### src/sv/mcp_pkg.sv
// Shared types, codes and constants for the motion command protocol block.
package mcp_pkg;

    // Event kinds on the input channel
    localparam logic [1:0] EVK_FRAME     = 2'd0;
    localparam logic [1:0] EVK_PROTO_ERR = 2'd1;
    localparam logic [1:0] EVK_DONE      = 2'd2;
    localparam logic [1:0] EVK_FAILED    = 2'd3;

    // Frame commands
    localparam logic [7:0] FC_QUERY  = 8'd0;
    localparam logic [7:0] FC_RESET  = 8'd1;
    localparam logic [7:0] FC_STOP   = 8'd2;
    localparam logic [7:0] FC_MOVE   = 8'd3;
    localparam logic [7:0] FC_ROTATE = 8'd4;

    // Reply kinds
    localparam logic [2:0] RK_NONE   = 3'd0;
    localparam logic [2:0] RK_ACK    = 3'd1;
    localparam logic [2:0] RK_ERROR  = 3'd2;
    localparam logic [2:0] RK_STATUS = 3'd3;
    localparam logic [2:0] RK_DONE   = 3'd4;

    // Motion events
    localparam logic [1:0] ME_NONE  = 2'd0;
    localparam logic [1:0] ME_START = 2'd1;
    localparam logic [1:0] ME_RESET = 2'd2;
    localparam logic [1:0] ME_STOP  = 2'd3;

    // Status codes as reported in replies
    localparam logic [7:0] SC_IDLE  = 8'd0;
    localparam logic [7:0] SC_BUSY  = 8'd1;
    localparam logic [7:0] SC_ERROR = 8'd2;

    // Active sequence reported when nothing has run
    localparam logic [7:0] NO_ACTIVE_SEQ = 8'hFF;

    // Configuration register indexes
    localparam int CFG_INDEX_W = 3;
    localparam logic [CFG_INDEX_W-1:0] CFG_MOVE_DIR_MAX      = 3'd0;
    localparam logic [CFG_INDEX_W-1:0] CFG_ROTATE_DIR_MAX    = 3'd1;
    localparam logic [CFG_INDEX_W-1:0] CFG_ROTATE_SMALL_CODE = 3'd2;
    localparam logic [CFG_INDEX_W-1:0] CFG_ROTATE_LARGE_CODE = 3'd3;
    localparam logic [CFG_INDEX_W-1:0] CFG_BAD_CMD_ERROR     = 3'd4;
    localparam logic [CFG_INDEX_W-1:0] CFG_BUSY_ERROR        = 3'd5;

    // Configuration reset values
    localparam logic [7:0] RST_MOVE_DIR_MAX      = 8'd3;
    localparam logic [7:0] RST_ROTATE_DIR_MAX    = 8'd1;
    localparam logic [7:0] RST_ROTATE_SMALL_CODE = 8'd1;
    localparam logic [7:0] RST_ROTATE_LARGE_CODE = 8'd2;
    localparam logic [7:0] RST_BAD_CMD_ERROR     = 8'd1;
    localparam logic [7:0] RST_BUSY_ERROR        = 8'd2;

    // Elapsed time scaling: divide by ten through a reciprocal, saturate at 255
    localparam int          MS_DIV_W     = 12;
    localparam logic [11:0] MS_SAT_LIMIT = 12'd2560;
    localparam logic [12:0] MS_RECIP     = 13'd6554;   // ceil(2^16 / 10)
    localparam int          MS_SHIFT     = 16;
    localparam logic [7:0]  MS_SAT_VAL   = 8'hFF;

    typedef enum logic [2:0] {
        ST_IDLE  = 3'b001,
        ST_BUSY  = 3'b010,
        ST_ERROR = 3'b100
    } status_t;

    typedef struct packed {
        logic [1:0]  cmd;
        logic [7:0]  seq;
        logic [7:0]  frame_cmd;
        logic [7:0]  dir;
        logic [7:0]  val;
        logic [7:0]  error_code;
        logic [7:0]  err_context;
        logic [31:0] duration_ms;
    } in_item_t;

    typedef struct packed {
        logic [2:0] resp_kind;
        logic [7:0] resp_seq;
        logic [7:0] resp_dir;
        logic [7:0] resp_val;
        logic [1:0] drive_event;
        logic [7:0] action_seq;
        logic [7:0] action_cmd;
        logic [7:0] action_dir;
        logic [7:0] action_val;
    } out_item_t;

    typedef struct packed {
        logic [7:0] seq;
        logic [7:0] cmd;
        logic [7:0] dir;
        logic [7:0] val;
    } act_t;

    typedef struct packed {
        logic [2:0] kind;
        logic [7:0] seq;
        logic [7:0] dir;
        logic [7:0] val;
    } reply_t;

    typedef struct packed {
        logic [7:0] move_dir_max;
        logic [7:0] rotate_dir_max;
        logic [7:0] rotate_small_code;
        logic [7:0] rotate_large_code;
        logic [7:0] bad_cmd_error_code;
        logic [7:0] busy_error_code;
    } cfg_t;

    function automatic logic [7:0] status_code(input status_t st);
        logic [7:0] code;
        case (st)
            ST_BUSY:  code = SC_BUSY;
            ST_ERROR: code = SC_ERROR;
            default:  code = SC_IDLE;
        endcase
        return code;
    endfunction

endpackage

### src/sv/mcp_cfg_regs.sv
// Configuration register file: six byte-wide limits and error codes.
module mcp_cfg_regs (
    input  logic                               aclk,
    input  logic                               aresetn,
    input  logic                               cfg_valid,
    output logic                               cfg_ready,
    input  logic [mcp_pkg::CFG_INDEX_W-1:0]    cfg_index,
    input  logic [7:0]                         cfg_data,
    output mcp_pkg::cfg_t                      cfg
);

    mcp_pkg::cfg_t cfg_reg;

    assign cfg_ready = 1'b1;
    assign cfg      = cfg_reg;

    always_ff @(posedge aclk) begin
        if (!aresetn) begin
            cfg_reg.move_dir_max       <= mcp_pkg::RST_MOVE_DIR_MAX;
            cfg_reg.rotate_dir_max     <= mcp_pkg::RST_ROTATE_DIR_MAX;
            cfg_reg.rotate_small_code  <= mcp_pkg::RST_ROTATE_SMALL_CODE;
            cfg_reg.rotate_large_code  <= mcp_pkg::RST_ROTATE_LARGE_CODE;
            cfg_reg.bad_cmd_error_code <= mcp_pkg::RST_BAD_CMD_ERROR;
            cfg_reg.busy_error_code    <= mcp_pkg::RST_BUSY_ERROR;
        end else if (cfg_valid) begin
            // indexes past the list are dropped
            case (cfg_index)
                mcp_pkg::CFG_MOVE_DIR_MAX:      cfg_reg.move_dir_max       <= cfg_data;
                mcp_pkg::CFG_ROTATE_DIR_MAX:    cfg_reg.rotate_dir_max     <= cfg_data;
                mcp_pkg::CFG_ROTATE_SMALL_CODE: cfg_reg.rotate_small_code  <= cfg_data;
                mcp_pkg::CFG_ROTATE_LARGE_CODE: cfg_reg.rotate_large_code  <= cfg_data;
                mcp_pkg::CFG_BAD_CMD_ERROR:     cfg_reg.bad_cmd_error_code <= cfg_data;
                mcp_pkg::CFG_BUSY_ERROR:        cfg_reg.busy_error_code    <= cfg_data;
                default: ;
            endcase
        end
    end

endmodule

### src/sv/mcp_in_stage.sv
// Input register stage: captures one item and holds it until the core takes it.
module mcp_in_stage (
    input  logic                aclk,
    input  logic                aresetn,
    input  logic                s_valid,
    output logic                s_ready,
    input  mcp_pkg::in_item_t   s_item,
    output logic                item_valid,
    output mcp_pkg::in_item_t   item,
    input  logic                item_take
);

    logic              valid_reg;
    mcp_pkg::in_item_t item_reg;

    // free when empty or when the held item moves on this cycle
    assign s_ready    = !valid_reg || item_take;
    assign item_valid = valid_reg;
    assign item       = item_reg;

    always_ff @(posedge aclk) begin
        if (!aresetn) begin
            valid_reg <= 1'b0;
        end else if (s_ready) begin
            valid_reg <= s_valid;
        end
    end

    always_ff @(posedge aclk) begin
        if (s_valid && s_ready) begin
            item_reg <= s_item;
        end
    end

endmodule

### src/sv/mcp_core.sv
// Protocol core: unit state, reply logic and the result register.
module mcp_core (
    input  logic                aclk,
    input  logic                aresetn,
    input  mcp_pkg::cfg_t       cfg,
    input  logic                item_valid,
    input  mcp_pkg::in_item_t   item,
    output logic                item_take,
    output logic                m_valid,
    input  logic                m_ready,
    output mcp_pkg::out_item_t  m_item
);

    mcp_pkg::status_t   status_reg, status_next;
    logic               has_prior_reg, has_prior_next;
    mcp_pkg::act_t      prior_reg, prior_next;
    logic               reply_valid_reg, reply_valid_next;
    mcp_pkg::reply_t    stored_reg, stored_next;
    mcp_pkg::act_t      running_reg, running_next;
    logic               out_valid_reg;
    mcp_pkg::out_item_t out_reg, res;

    mcp_pkg::act_t      frame;
    logic               is_dup, dup_match, simple, frame_bad;
    logic               ms_sat;
    logic [24:0]        ms_prod;
    logic [7:0]         ms_tens;

    assign item_take = item_valid && (!out_valid_reg || m_ready);
    assign m_valid   = out_valid_reg;
    assign m_item    = out_reg;

    assign frame.seq = item.seq;
    assign frame.cmd = item.frame_cmd;
    assign frame.dir = item.dir;
    assign frame.val = item.val;

    assign is_dup    = has_prior_reg && (frame.seq == prior_reg.seq);
    assign dup_match = (frame.cmd == prior_reg.cmd) && (frame.dir == prior_reg.dir)
                       && (frame.val == prior_reg.val);
    assign simple    = (frame.dir == 8'd0) && (frame.val == 8'd0);

    always_comb begin
        case (frame.cmd)
            mcp_pkg::FC_MOVE:
                frame_bad = (frame.val == 8'd0) || (frame.dir > cfg.move_dir_max);
            mcp_pkg::FC_ROTATE:
                frame_bad = (frame.dir > cfg.rotate_dir_max)
                            || ((frame.val != cfg.rotate_small_code)
                                && (frame.val != cfg.rotate_large_code));
            default:
                frame_bad = 1'b1;
        endcase
    end

    // tens of milliseconds: reciprocal multiply below the saturation point
    assign ms_sat  = (|item.duration_ms[31:mcp_pkg::MS_DIV_W])
                     || (item.duration_ms[mcp_pkg::MS_DIV_W-1:0] >= mcp_pkg::MS_SAT_LIMIT);
    assign ms_prod = {13'd0, item.duration_ms[mcp_pkg::MS_DIV_W-1:0]}
                     * {12'd0, mcp_pkg::MS_RECIP};
    assign ms_tens = ms_sat ? mcp_pkg::MS_SAT_VAL
                            : ms_prod[mcp_pkg::MS_SHIFT+7:mcp_pkg::MS_SHIFT];

    always_comb begin
        status_next      = status_reg;
        has_prior_next   = has_prior_reg;
        prior_next       = prior_reg;
        reply_valid_next = reply_valid_reg;
        stored_next      = stored_reg;
        running_next     = running_reg;
        res              = '0;

        case (item.cmd)
            mcp_pkg::EVK_FRAME: begin
                if (is_dup) begin
                    if (dup_match) begin
                        if (reply_valid_reg) begin
                            res.resp_kind = stored_reg.kind;
                            res.resp_seq  = stored_reg.seq;
                            res.resp_dir  = stored_reg.dir;
                            res.resp_val  = stored_reg.val;
                        end else begin
                            res.resp_kind = mcp_pkg::RK_ACK;
                            res.resp_seq  = frame.seq;
                            res.resp_dir  = frame.dir;
                            res.resp_val  = frame.val;
                        end
                    end else begin
                        res.resp_kind = mcp_pkg::RK_ERROR;
                        res.resp_seq  = frame.seq;
                        res.resp_dir  = cfg.bad_cmd_error_code;
                        res.resp_val  = frame.cmd;
                        status_next   = mcp_pkg::ST_ERROR;
                    end
                end else if (frame.cmd <= mcp_pkg::FC_STOP) begin
                    res.resp_seq = frame.seq;
                    if (!simple) begin
                        res.resp_kind = mcp_pkg::RK_ERROR;
                        res.resp_dir  = cfg.bad_cmd_error_code;
                        res.resp_val  = frame.cmd;
                        status_next   = mcp_pkg::ST_ERROR;
                    end else begin
                        case (frame.cmd)
                            mcp_pkg::FC_QUERY: begin
                                res.resp_kind = mcp_pkg::RK_STATUS;
                                res.resp_dir  = mcp_pkg::status_code(status_reg);
                                if (status_reg == mcp_pkg::ST_BUSY) begin
                                    res.resp_val = running_reg.seq;
                                end else if (has_prior_reg) begin
                                    res.resp_val = prior_reg.seq;
                                end else begin
                                    res.resp_val = mcp_pkg::NO_ACTIVE_SEQ;
                                end
                            end
                            mcp_pkg::FC_RESET: begin
                                // clear all unit state, keep configuration
                                status_next      = mcp_pkg::ST_IDLE;
                                has_prior_next   = 1'b0;
                                prior_next       = '0;
                                reply_valid_next = 1'b0;
                                stored_next      = '0;
                                running_next     = '0;
                                res.resp_kind    = mcp_pkg::RK_ACK;
                                res.drive_event  = mcp_pkg::ME_RESET;
                            end
                            default: begin
                                status_next      = mcp_pkg::ST_ERROR;
                                running_next     = '0;
                                res.resp_kind    = mcp_pkg::RK_ACK;
                                res.drive_event  = mcp_pkg::ME_STOP;
                            end
                        endcase
                    end
                end else if (status_reg == mcp_pkg::ST_ERROR) begin
                    res.resp_kind = mcp_pkg::RK_ERROR;
                    res.resp_seq  = frame.seq;
                    res.resp_dir  = cfg.busy_error_code;
                    res.resp_val  = mcp_pkg::SC_ERROR;
                end else if (frame_bad) begin
                    res.resp_kind = mcp_pkg::RK_ERROR;
                    res.resp_seq  = frame.seq;
                    res.resp_dir  = cfg.bad_cmd_error_code;
                    res.resp_val  = frame.cmd;
                    status_next   = mcp_pkg::ST_ERROR;
                end else if (status_reg == mcp_pkg::ST_BUSY) begin
                    res.resp_kind = mcp_pkg::RK_ERROR;
                    res.resp_seq  = frame.seq;
                    res.resp_dir  = cfg.busy_error_code;
                    res.resp_val  = running_reg.seq;
                end else begin
                    // acknowledge and start the action
                    res.resp_kind    = mcp_pkg::RK_ACK;
                    res.resp_seq     = frame.seq;
                    res.resp_dir     = frame.dir;
                    res.resp_val     = frame.val;
                    res.drive_event  = mcp_pkg::ME_START;
                    res.action_seq   = frame.seq;
                    res.action_cmd   = frame.cmd;
                    res.action_dir   = frame.dir;
                    res.action_val   = frame.val;
                    status_next      = mcp_pkg::ST_BUSY;
                    has_prior_next   = 1'b1;
                    prior_next       = frame;
                    running_next     = frame;
                    stored_next.kind = mcp_pkg::RK_ACK;
                    stored_next.seq  = frame.seq;
                    stored_next.dir  = frame.dir;
                    stored_next.val  = frame.val;
                    reply_valid_next = 1'b1;
                end
            end
            mcp_pkg::EVK_PROTO_ERR: begin
                res.resp_kind = mcp_pkg::RK_ERROR;
                res.resp_seq  = item.seq;
                res.resp_dir  = item.error_code;
                res.resp_val  = item.err_context;
                status_next   = mcp_pkg::ST_ERROR;
            end
            default: begin
                // done or failed reports count only while busy
                if (status_reg == mcp_pkg::ST_BUSY) begin
                    stored_next.seq = running_reg.seq;
                    if (item.cmd == mcp_pkg::EVK_DONE) begin
                        stored_next.kind = mcp_pkg::RK_DONE;
                        stored_next.dir  = running_reg.dir;
                        stored_next.val  = ms_tens;
                        status_next      = mcp_pkg::ST_IDLE;
                    end else begin
                        stored_next.kind = mcp_pkg::RK_ERROR;
                        stored_next.dir  = item.error_code;
                        stored_next.val  = item.err_context;
                        status_next      = mcp_pkg::ST_ERROR;
                    end
                    reply_valid_next = 1'b1;
                    res.resp_kind    = stored_next.kind;
                    res.resp_seq     = stored_next.seq;
                    res.resp_dir     = stored_next.dir;
                    res.resp_val     = stored_next.val;
                end
            end
        endcase
    end

    always_ff @(posedge aclk) begin
        if (!aresetn) begin
            status_reg      <= mcp_pkg::ST_IDLE;
            has_prior_reg   <= 1'b0;
            prior_reg       <= '0;
            reply_valid_reg <= 1'b0;
            stored_reg      <= '0;
            running_reg     <= '0;
            out_valid_reg   <= 1'b0;
        end else begin
            if (item_take) begin
                status_reg      <= status_next;
                has_prior_reg   <= has_prior_next;
                prior_reg       <= prior_next;
                reply_valid_reg <= reply_valid_next;
                stored_reg      <= stored_next;
                running_reg     <= running_next;
                out_valid_reg   <= 1'b1;
            end else if (m_ready) begin
                out_valid_reg   <= 1'b0;
            end
        end
    end

    always_ff @(posedge aclk) begin
        if (item_take) begin
            out_reg <= res;
        end
    end

    // a started action leaves the unit busy
    assert property (@(posedge aclk) disable iff (!aresetn)
        (item_take && (res.drive_event == mcp_pkg::ME_START))
        |=> (status_reg == mcp_pkg::ST_BUSY))
        else $error("unit not busy after an action start");

    // action fields are zero unless an action starts
    assert property (@(posedge aclk) disable iff (!aresetn)
        (out_valid_reg && (out_reg.drive_event != mcp_pkg::ME_START))
        |-> ({out_reg.action_seq, out_reg.action_cmd, out_reg.action_dir,
              out_reg.action_val} == 32'd0))
        else $error("action fields set without an action start");

    // a start is always acknowledged with its own sequence
    assert property (@(posedge aclk) disable iff (!aresetn)
        (out_valid_reg && (out_reg.drive_event == mcp_pkg::ME_START))
        |-> ((out_reg.resp_kind == mcp_pkg::RK_ACK)
             && (out_reg.resp_seq == out_reg.action_seq)))
        else $error("action start without a matching ack");

    // busy state and stored replies only exist after an accepted action
    assert property (@(posedge aclk) disable iff (!aresetn)
        ((status_reg == mcp_pkg::ST_BUSY) || reply_valid_reg) |-> has_prior_reg)
        else $error("busy or stored reply without a prior action");

    // a result held for a stalled receiver does not change
    assert property (@(posedge aclk) disable iff (!aresetn)
        (out_valid_reg && !m_ready) |=> (out_valid_reg && $stable(out_reg)))
        else $error("held result changed under stall");

endmodule

### src/sv/motion_command_protocol.sv
// Motion command protocol front end: top level.
//
// Usage:
//   s_valid/s_ready/s_item carry one event per item: a received frame, a link
//   protocol error, a motion-done report or a motion-failure report.
//   m_valid/m_ready/m_item return exactly one result item per event: the
//   reply (kind, seq, dir, val) and any motion event with its action fields.
//   cfg_valid/cfg_ready/cfg_index/cfg_data write the six limit and error-code
//   registers; cfg_ready is always high. Write them only while no item is in
//   flight.
// Path: an accepted item goes through the input register, then the state
//   update into the result register that drives m_valid and m_item.
// Throughput: one item per cycle while m_ready is high; the core's state
//   update is registered per item, so each item sees the state left by the
//   one before it.
// Reset: aresetn low clears both stages, sets the unit idle with no prior
//   action or stored reply and loads the register defaults.
// Stall: with m_ready low the result holds, the input register still fills
//   once, and s_ready then drops until the result is taken.
module motion_command_protocol (
    input  logic                             aclk,
    input  logic                             aresetn,
    input  logic                             s_valid,
    output logic                             s_ready,
    input  mcp_pkg::in_item_t                s_item,
    output logic                             m_valid,
    input  logic                             m_ready,
    output mcp_pkg::out_item_t               m_item,
    input  logic                             cfg_valid,
    output logic                             cfg_ready,
    input  logic [mcp_pkg::CFG_INDEX_W-1:0]  cfg_index,
    input  logic [7:0]                       cfg_data
);

    mcp_pkg::cfg_t     cfg;
    logic              item_valid;
    logic              item_take;
    mcp_pkg::in_item_t item;

    mcp_cfg_regs u_cfg_regs (
        .aclk      (aclk),
        .aresetn   (aresetn),
        .cfg_valid (cfg_valid),
        .cfg_ready (cfg_ready),
        .cfg_index (cfg_index),
        .cfg_data  (cfg_data),
        .cfg       (cfg)
    );

    mcp_in_stage u_in_stage (
        .aclk       (aclk),
        .aresetn    (aresetn),
        .s_valid    (s_valid),
        .s_ready    (s_ready),
        .s_item     (s_item),
        .item_valid (item_valid),
        .item       (item),
        .item_take  (item_take)
    );

    mcp_core u_core (
        .aclk       (aclk),
        .aresetn    (aresetn),
        .cfg        (cfg),
        .item_valid (item_valid),
        .item       (item),
        .item_take  (item_take),
        .m_valid    (m_valid),
        .m_ready    (m_ready),
        .m_item     (m_item)
    );

endmodule

### config.mk
export PLATFORM = sky130hd
export DESIGN_NAME = motion_command_protocol
export DESIGN_NICKNAME = d
export VERILOG_FILES = /design/src/sv/mcp_pkg.sv /design/src/sv/mcp_cfg_regs.sv /design/src/sv/mcp_in_stage.sv /design/src/sv/mcp_core.sv /design/src/sv/motion_command_protocol.sv
export SDC_FILE = /design/constraint.sdc
export NUM_CORES = 1
export LEC_CHECK = 0
export ABC_AREA = 1
export BUFFER_PORTS_ARGS = -buffer_cell sky130_fd_sc_hd__buf_2
export CORE_MARGIN = 2
export CORE_UTILIZATION = 50
export DETAILED_ROUTE_END_ITERATION = 7
export PLACE_DENSITY = 0.8
export SYNTH_ARGS = -nofsm -noshare
export SYNTH_HDL_FRONTEND = slang
export SYNTH_HIERARCHICAL = 1
export SYNTH_SLANG_ARGS = --single-unit
### constraint.sdc
create_clock -name aclk -period 20.3 [get_ports aclk]
set_input_delay 5.075 -clock aclk [delete_from_list [all_inputs] [get_ports aclk]]
set_output_delay 5.075 -clock aclk [all_outputs]
set_load 0.005 [all_outputs]
==> results of run 1 <==
path summary, 6_finish.rpt:
path,endpoint,slack (ns),cells past startpoint
worst max-delay path,s_ready,9.37,8
worst min register to register,u_core/stored_reg[13]$_SDFFE_PN0P_,0.45,2
worst max register to register,u_core/m_item[36]$_DFFE_PP_,15.34,19
worst min-delay path,u_core/stored_reg[13]$_SDFFE_PN0P_,0.45,2
placed cells by master (no fill, tap or decap), types with 10 or more instances in the layout:
| cell | instances |
|---|---|
| nand3_1 | 153 |
| xnor2_1 | 18 |
| dfxtp_1 | 130 |
| inv_1 | 298 |
| buf_2 | 160 |
| edfxtp_1 | 143 |
| nor3_1 | 13 |
| fa_1 | 37 |
| nor2_4 | 10 |
| clkbuf_1 | 12 |
| inv_2 | 21 |
| a21oi_1 | 49 |
| nand2_1 | 569 |
| clkbuf_16 | 31 |
| o21ai_0 | 72 |
| nor2_1 | 312 |
| nand4_1 | 24 |
| ha_1 | 104 |
| o21ai_1 | 43 |
where the power goes:
| part | leakage (µW) | total (µW) | internal, µW | switching, µW |
|---|---|---|---|---|
| clock | 0.000460 | 532 | 303 | 229 |
| sequential | 0.00241 | 632 | 611 | 21.6 |
| combinational | 0.00600 | 490 | 179 | 311 |
cell families after synthesis:
| group | count (synthesis) | share of synthesized area [%] |
|---|---|---|
| compound gates | 209 | 7.128 |
| xor+xnor | 23 | 1.197 |
| fa+ha+maj | 141 | 12.13 |
| buf+inv | 393 | 9.699 |
| flops | 273 | 40.97 |
| other cells | 2 | 0.04461 |
| simple gates | 1132 | 28.84 |
per-layer routing:
layer | vias up | part of all wire, %
li1 | 7185 | -
met1 | 6882 | 42
met2 | 595 | 47
met3 | 100 | 8.1
met4 | 0 | 2.9
met5 | - | 0
Yosys cell counts (10+ instances only):
| cell type | n |
|---|---|
| o21ai_0 | 72 |
| nand3_1 | 153 |
| o21ai_1 | 43 |
| nand4_1 | 24 |
| fa_1 | 37 |
| dfxtp_1 | 130 |
| edfxtp_1 | 143 |
| nor3_1 | 13 |
| buf_6 | 13 |
| nor2_1 | 313 |
| buf_2 | 18 |
| clkbuf_1 | 25 |
| inv_2 | 20 |
| ha_1 | 104 |
| a21oi_1 | 50 |
| inv_1 | 299 |
| xnor2_1 | 18 |
| nor2_4 | 10 |
| nand2_1 | 569 |
through the flow:
stage               setup WS, ns  area (µm²)  utilization (%)  hold slack (ns)
global placement           9.412       17880            53.58           0.4347
global route               9.311       18830            56.44           0.4605
detailed placement         9.397       17880            53.58           0.4431
CTS                        9.391       18830            56.44           0.4504
finish                     9.368       18830            56.44           0.4489
floorplan                  8.507       16850                -           0.4263
worst max-delay path, stage by stage:
cell and delay (ns):
buf_2 0.09, inv_1 0.04, nand2_1 0.06, nand2_1 0.24, inv_2 0.07, inv_2 0.09
nand2_2 0.07, buf_2 0.13
cell type report:
cell class                      instances  share of cell area [%]
Multi-Input combinational cell       1511                   44.26
Sequential cell                       273                   36.62
Inverter                              323                   6.458
Timing Repair Buffer                  169                   4.611
Clock buffer                           45                   4.505
Tap cell                              448                   2.977
Clock inverter                         13                  0.5648
==> results by group, run 1 <==
Timing
  – Crit share post-route: between 50 and 60%
  – Setup-failing EPs final: 0
  – FMAX: 91.47 MHz
  – Slew Limit Fails: 0
  – Relative slew slack: a little under a quarter
  – Final hold vios: 0
  – Final setup TNS: 0 ns
  – Measured slew at the worst slew-check pin: 1.143 ns
  – RSZ-0062 raised after global routing: false
  – Min Clock Period, post-route: around 11 ns
  – Clock skew: approximately 0.019 ns

Clock network
  – Root Driver: clkbuf_16
  – Clock sink count: 273
  – Clock transition at the registers of the reported paths: ~0.050 ns
  – CTS buffer count: 31
  – Worst skew pair latency: 0.59 ns
  – Clk buf depth: 3
  – # H-tree levels: 1
  – Post-CTS setup buffer count: 0
  – CTS tree: done
  – Post-CTS sizing: 0
  – Hold bufs inserted after CTS: 0

Global route
  – Largest net degree at the start of global routing: 63
  – First-pass GRT wire length: 74.07 mm
  – Vias in the first global route: 14390
  – Tot GR Track Use: 26.28%
  – Total gr overflow: 0
  – Met2 usage: between 40% and 50%
  – Antenna violations before repair: 0
  – M1 GR Usage: a little over a third
  – GRT busiest layer: met2
  – Grt met3 use: 3.706%

Setup path
  – Setup crit end kind: output pin
  – CP Launch Point: m_ready
  – Crit Reg-Reg Startpoint: u_in_stage/item[6]$_DFFE_PP_
  – Setup crit start kind: input port
  – CP Class: in2out
  – CP arrival: 5.86 ns
  – CP Data Required Time: 15.23 ns
  – Crit path max fanout: 5

Detailed routing
  – Post-route ant nets: 0
  – Vias/cell: 5.306
  – DRT Wirelength: approximately 46 mm
  – Pre-Repair DR Iteration Count: 6
  – DR iter-0 viols: 1389
  – Drt wl/cell: 16.49 µm
  – Vias: ~15000
  – Residual DRC: 0

Floorplanning
  – Die Span Y: 187.5 µm
  – DIE WIDTH: ~190 µm
  – Starting density of the core: 50.46%
  – Num rows: between 60 and 70
  – # IOs: 162
  – Core Box Area: between 30000 and 40000 µm²
  – Die area: 35150 µm²

Yosys
  – Yosys warns: 6
  – Share of the synthesized area in the top cell type: approximately 26%
  – Sequential area share after synthesis: 40.97%
  – Post-synth EDFFs: between 100 and 150
  – Synth unique cells: 51
  – Post-synthesis async set-or-reset flop share: 0%
  – Post-Syn Area: approximately 17000 µm²
  – Ranking of synthesized cells by area: edfxtp_1 26%, dfxtp_1 15%, nand2_1 13%
  – Ys flop type: edfxtp_1
  – Dominant cell type by area after synthesis: edfxtp_1
  – Mapped Cells: 2173
  – Register bit total from synthesis: 273
  – Avg Synthesized Cell Area: ~7.7 µm²

Finish
  – Final Net Count: 2548
  – Fill count: 3101
  – Layout cell share with drive strength beyond 1: 12.47%
  – Max FFs per register: between 80 and 90
  – FF+latch area: 6897 µm²
  – Layout area overhead: 11.85%
  – Final Non-Filler Cells: 2782
  – Number of diodes: 0
  – Multi-input logic area: between 8000 and 9000 µm²

Placement
  – # port buffers: 160
  – Placed insts: 2724
  – Detailed Place HPWL: 33.12 mm
  – Routability cong.: 0.9332

Power and ir drop
  – Static Leak: 0.008870 µW
  – PD cells: 87.83 nW/µm²
  – Tot Pwr: approximately 1700 µW
  – Highest ir drop seen on vdd: 74.14 µV

Min path
  – Hold Crit Class: reg2reg
  – Hold_sp: u_core/stored_reg[13]$_SDFFE_PN0P_

Flow run
  – Max-cap violations: 0

Status
  – Status: completed
Note: power is estimated with default switching activity, not from simulation.
==> run 2, diff against run 1 <==
--- a/config.mk
+++ b/config.mk
@@ -10,7 +10,7 @@
 export CORE_MARGIN = 2
 export CORE_UTILIZATION = 50
 export DETAILED_ROUTE_END_ITERATION = 7
-export PLACE_DENSITY = 0.8
+export PLACE_DENSITY = 0.83
 export SYNTH_ARGS = -nofsm -noshare
 export SYNTH_HDL_FRONTEND = slang
 export SYNTH_HIERARCHICAL = 1
==> constraint.sdc (replaced) <==
create_clock -name aclk -period 9.2 [get_ports aclk]
set_input_delay 2.3 -clock aclk [delete_from_list [all_inputs] [get_ports aclk]]
set_output_delay 2.3 -clock aclk [all_outputs]
set_load 0.005 [all_outputs]
==> run 2 against run 1 <==
Effect of this change:
- sequential power grew 120%
- register-to-register slack lost 11 ns
- worst hold slack gained 0.0071 ns
- cell count is essentially flat
- first-iteration DRC count grew 1.6%
- die area is the same
- non-clock buffer count grew 1
- wire length grew 2.0%
- largest cell class unchanged
==> results by group, run 2 (synthesized netlist as in run 1, its figures left out) <==
Status
  – Status: completed (unchanged)

Placement
  – # port buffers: 160 (unchanged)
  – Placed insts: 2725 (was 2724)
  – Routability cong.: 0.9542 (was 0.9332)
  – Detailed Place HPWL: 33.17 mm (was 33.12 mm)

Setup path
  – CP Launch Point: m_ready (unchanged)
  – CP arrival: 3.06 ns (was 5.86 ns)
  – Crit Reg-Reg Startpoint: u_in_stage/item[6]$_DFFE_PP_ (unchanged)
  – R2R depth: 22 (was 19)
  – Crit path max fanout: 5 (unchanged)
  – Setup crit start kind: input port (unchanged)
  – Setup crit end kind: output pin (unchanged)
  – CP Data Required Time: 6.90 ns (was 15.23 ns)
  – Reg2reg end: u_core/m_item[37]$_DFFE_PP_ (was u_core/m_item[36]$_DFFE_PP_)
  – CP Class: in2out (unchanged)
  – Reg2Reg Setup Slack: 4.33 ns (was 15.34 ns)

Floorplanning
  – Num rows: 67 (unchanged)
  – DIE WIDTH: 187.5 µm (unchanged)
  – Core Box Area: 33360 µm² (unchanged)
  – Die Span Y: 187.5 µm (unchanged)
  – Die area: 35150 µm² (unchanged)
  – Starting density of the core: 50.46% (unchanged)
  – # IOs: 162 (unchanged)

Clock network
  – Clock sink count: 273 (unchanged)
  – Clock transition at the registers of the reported paths: 0.06 ns (was 0.05 ns)
  – CTS tree: done (unchanged)
  – CTS buffer count: 31 (unchanged)
  – Post-CTS setup buffer count: 0 (unchanged)
  – Post-CTS sizing: 0 (unchanged)
  – Hold bufs inserted after CTS: 0 (unchanged)
  – Clk buf depth: 3 (unchanged)
  – # H-tree levels: 1 (unchanged)
  – Worst skew pair latency: 0.59 ns (about the same)
  – Root Driver: clkbuf_16 (unchanged)

Global route
  – Vias in the first global route: 14550 (was 14390)
  – First-pass GRT wire length: 75.18 mm (was 74.07 mm)
  – Tot GR Track Use: 26.63% (was 26.28%)
  – Largest net degree at the start of global routing: 65 (was 63)
  – Total gr overflow: 0 (unchanged)
  – Antenna violations before repair: 0 (unchanged)

Min path
  – WHS Path Cells: 2 (unchanged)
  – Hold Crit Class: reg2reg (unchanged)
  – Hold_sp: u_core/stored_reg[15]$_SDFFE_PN0P_ (was u_core/stored_reg[13]$_SDFFE_PN0P_)
  – Worst Hold Path EP: u_core/stored_reg[15]$_SDFFE_PN0P_ (was u_core/stored_reg[13]$_SDFFE_PN0P_)

Flow run
  – Max-cap violations: 0 (unchanged)

Timing
  – Measured slew at the worst slew-check pin: 1.165 ns (was 1.143 ns)
  – Slew Limit Fails: 0 (unchanged)
  – Clock skew: 0.01813 ns (was 0.01898 ns)
  – Min Clock Period, post-route: ~5.4 ns
  – Crit share post-route: 58.28%
  – Setup-failing EPs final: 0 (unchanged)
  – Final hold vios: 0 (unchanged)
  – Final setup TNS: 0 ns (unchanged)
  – RSZ-0062 raised after global routing: false (unchanged)
  – Relative slew slack: 22.22% (was 23.68%)
  – FMAX: 186.5 MHz

Finish
  – Number of diodes: 0 (unchanged)
  – Final Non-Filler Cells: 2783 (was 2782)
  – Final Net Count: 2549 (was 2548)
  – Layout cell share with drive strength beyond 1: 12.89% (was 12.47%)
  – Max FFs per register: 82 (unchanged)
  – Final Core Density: 56.89% (was 56.44%)
  – Most common cell after layout, fill and taps aside: nand2_1 (unchanged)
  – Layout area overhead: 12.75% (was 11.85%)
  – Leading cell types in the layout, fill and taps excluded: 569 x nand2_1, 312 x nor2_1, 298 x inv_1 (unchanged)

Detailed routing
  – Post-route ant nets: 0 (unchanged)
  – Vias/cell: 5.375 (was 5.306)
  – Drt wl/cell: 16.82 µm (was 16.49 µm)
  – Pre-Repair DR Iteration Count: 6 (unchanged)
  – Vias: 14960 (was 14760)
  – DR iter-0 viols: 1411 (was 1389)
  – DRT Wirelength: 46.82 mm (was 45.89 mm)
  – Residual DRC: 0 (unchanged)

Power and ir drop
  – PD cells: 200.6 nW/µm² (was 87.83 nW/µm²)
  – Highest ir drop seen on vdd: 158.6 µV (was 74.14 µV)
  – Tot Pwr: 3807 µW (was 1654 µW)
  – Static Leak: 0.008953 µW (was 0.008870 µW)
## run 2: through the flow
stage / hold WS, ns / instance area (µm²) / setup WS, ns
2_1_floorplan: 0.4263 / 16850 / 0.8495
3_3_place_gp: 0.4345 / 17880 / 3.862
3_5_place_dp: 0.4442 / 17880 / 3.847
4_1_cts: 0.4532 / 18980 / 3.846
5_1_grt: 0.4780 / 18980 / 3.749
6_report: 0.4560 / 18980 / 3.838
## run 2: power by group
| group | switching [µW] | leakage [µW] | internal [µW] |
|---|---|---|---|
| sequential | 48.7 | 0.00241 | 1350 |
| clock | 527 | 0.000539 | 799 |
| combinational | 688 | 0.00600 | 397 |
| total | 1260 | 0.00895 | 2540 |
## run 2: metal layers
layer | global-route usage [%] | vias to the layer above | share of wire [%]
li1 | - | 7179 | -
met1 | 35.50 | 6902 | 41
met2 | 44.45 | 753 | 46
met3 | 4.529 | 126 | 9.5
met4 | 8.328 | 0 | 3.2
met5 | 0 | - | 0
## run 2: worst max path at each step
stage	endpoint	slack, ns
final	s_ready	3.84
after global routing	s_ready	3.75
after CTS	s_ready	3.85
after detailed placement	s_ready	3.85
after global placement	s_ready	3.86
after floorplan	u_in_stage/item[0]$_DFFE_PP_	0.85
## run 2: area by class of cell
cell class | instances | area [µm²]
flip-flops and latches | 273 | 6897
clock buffers | 34 | 797.0
inverters | 323 | 1216
clock inverters | 24 | 300.3
repair buffers | 170 | 875.8
multi-input cells | 1511 | 8334
well taps | 448 | 560.5
fillers | 3032 | 14380
## run 2: critical path, stage by stage
cell and delay (ns):
buf_2 0.09, inv_1 0.04, nand2_1 0.05, nand2_1 0.23
inv_2 0.07, inv_2 0.09, nand2_2 0.06, buf_2 0.13
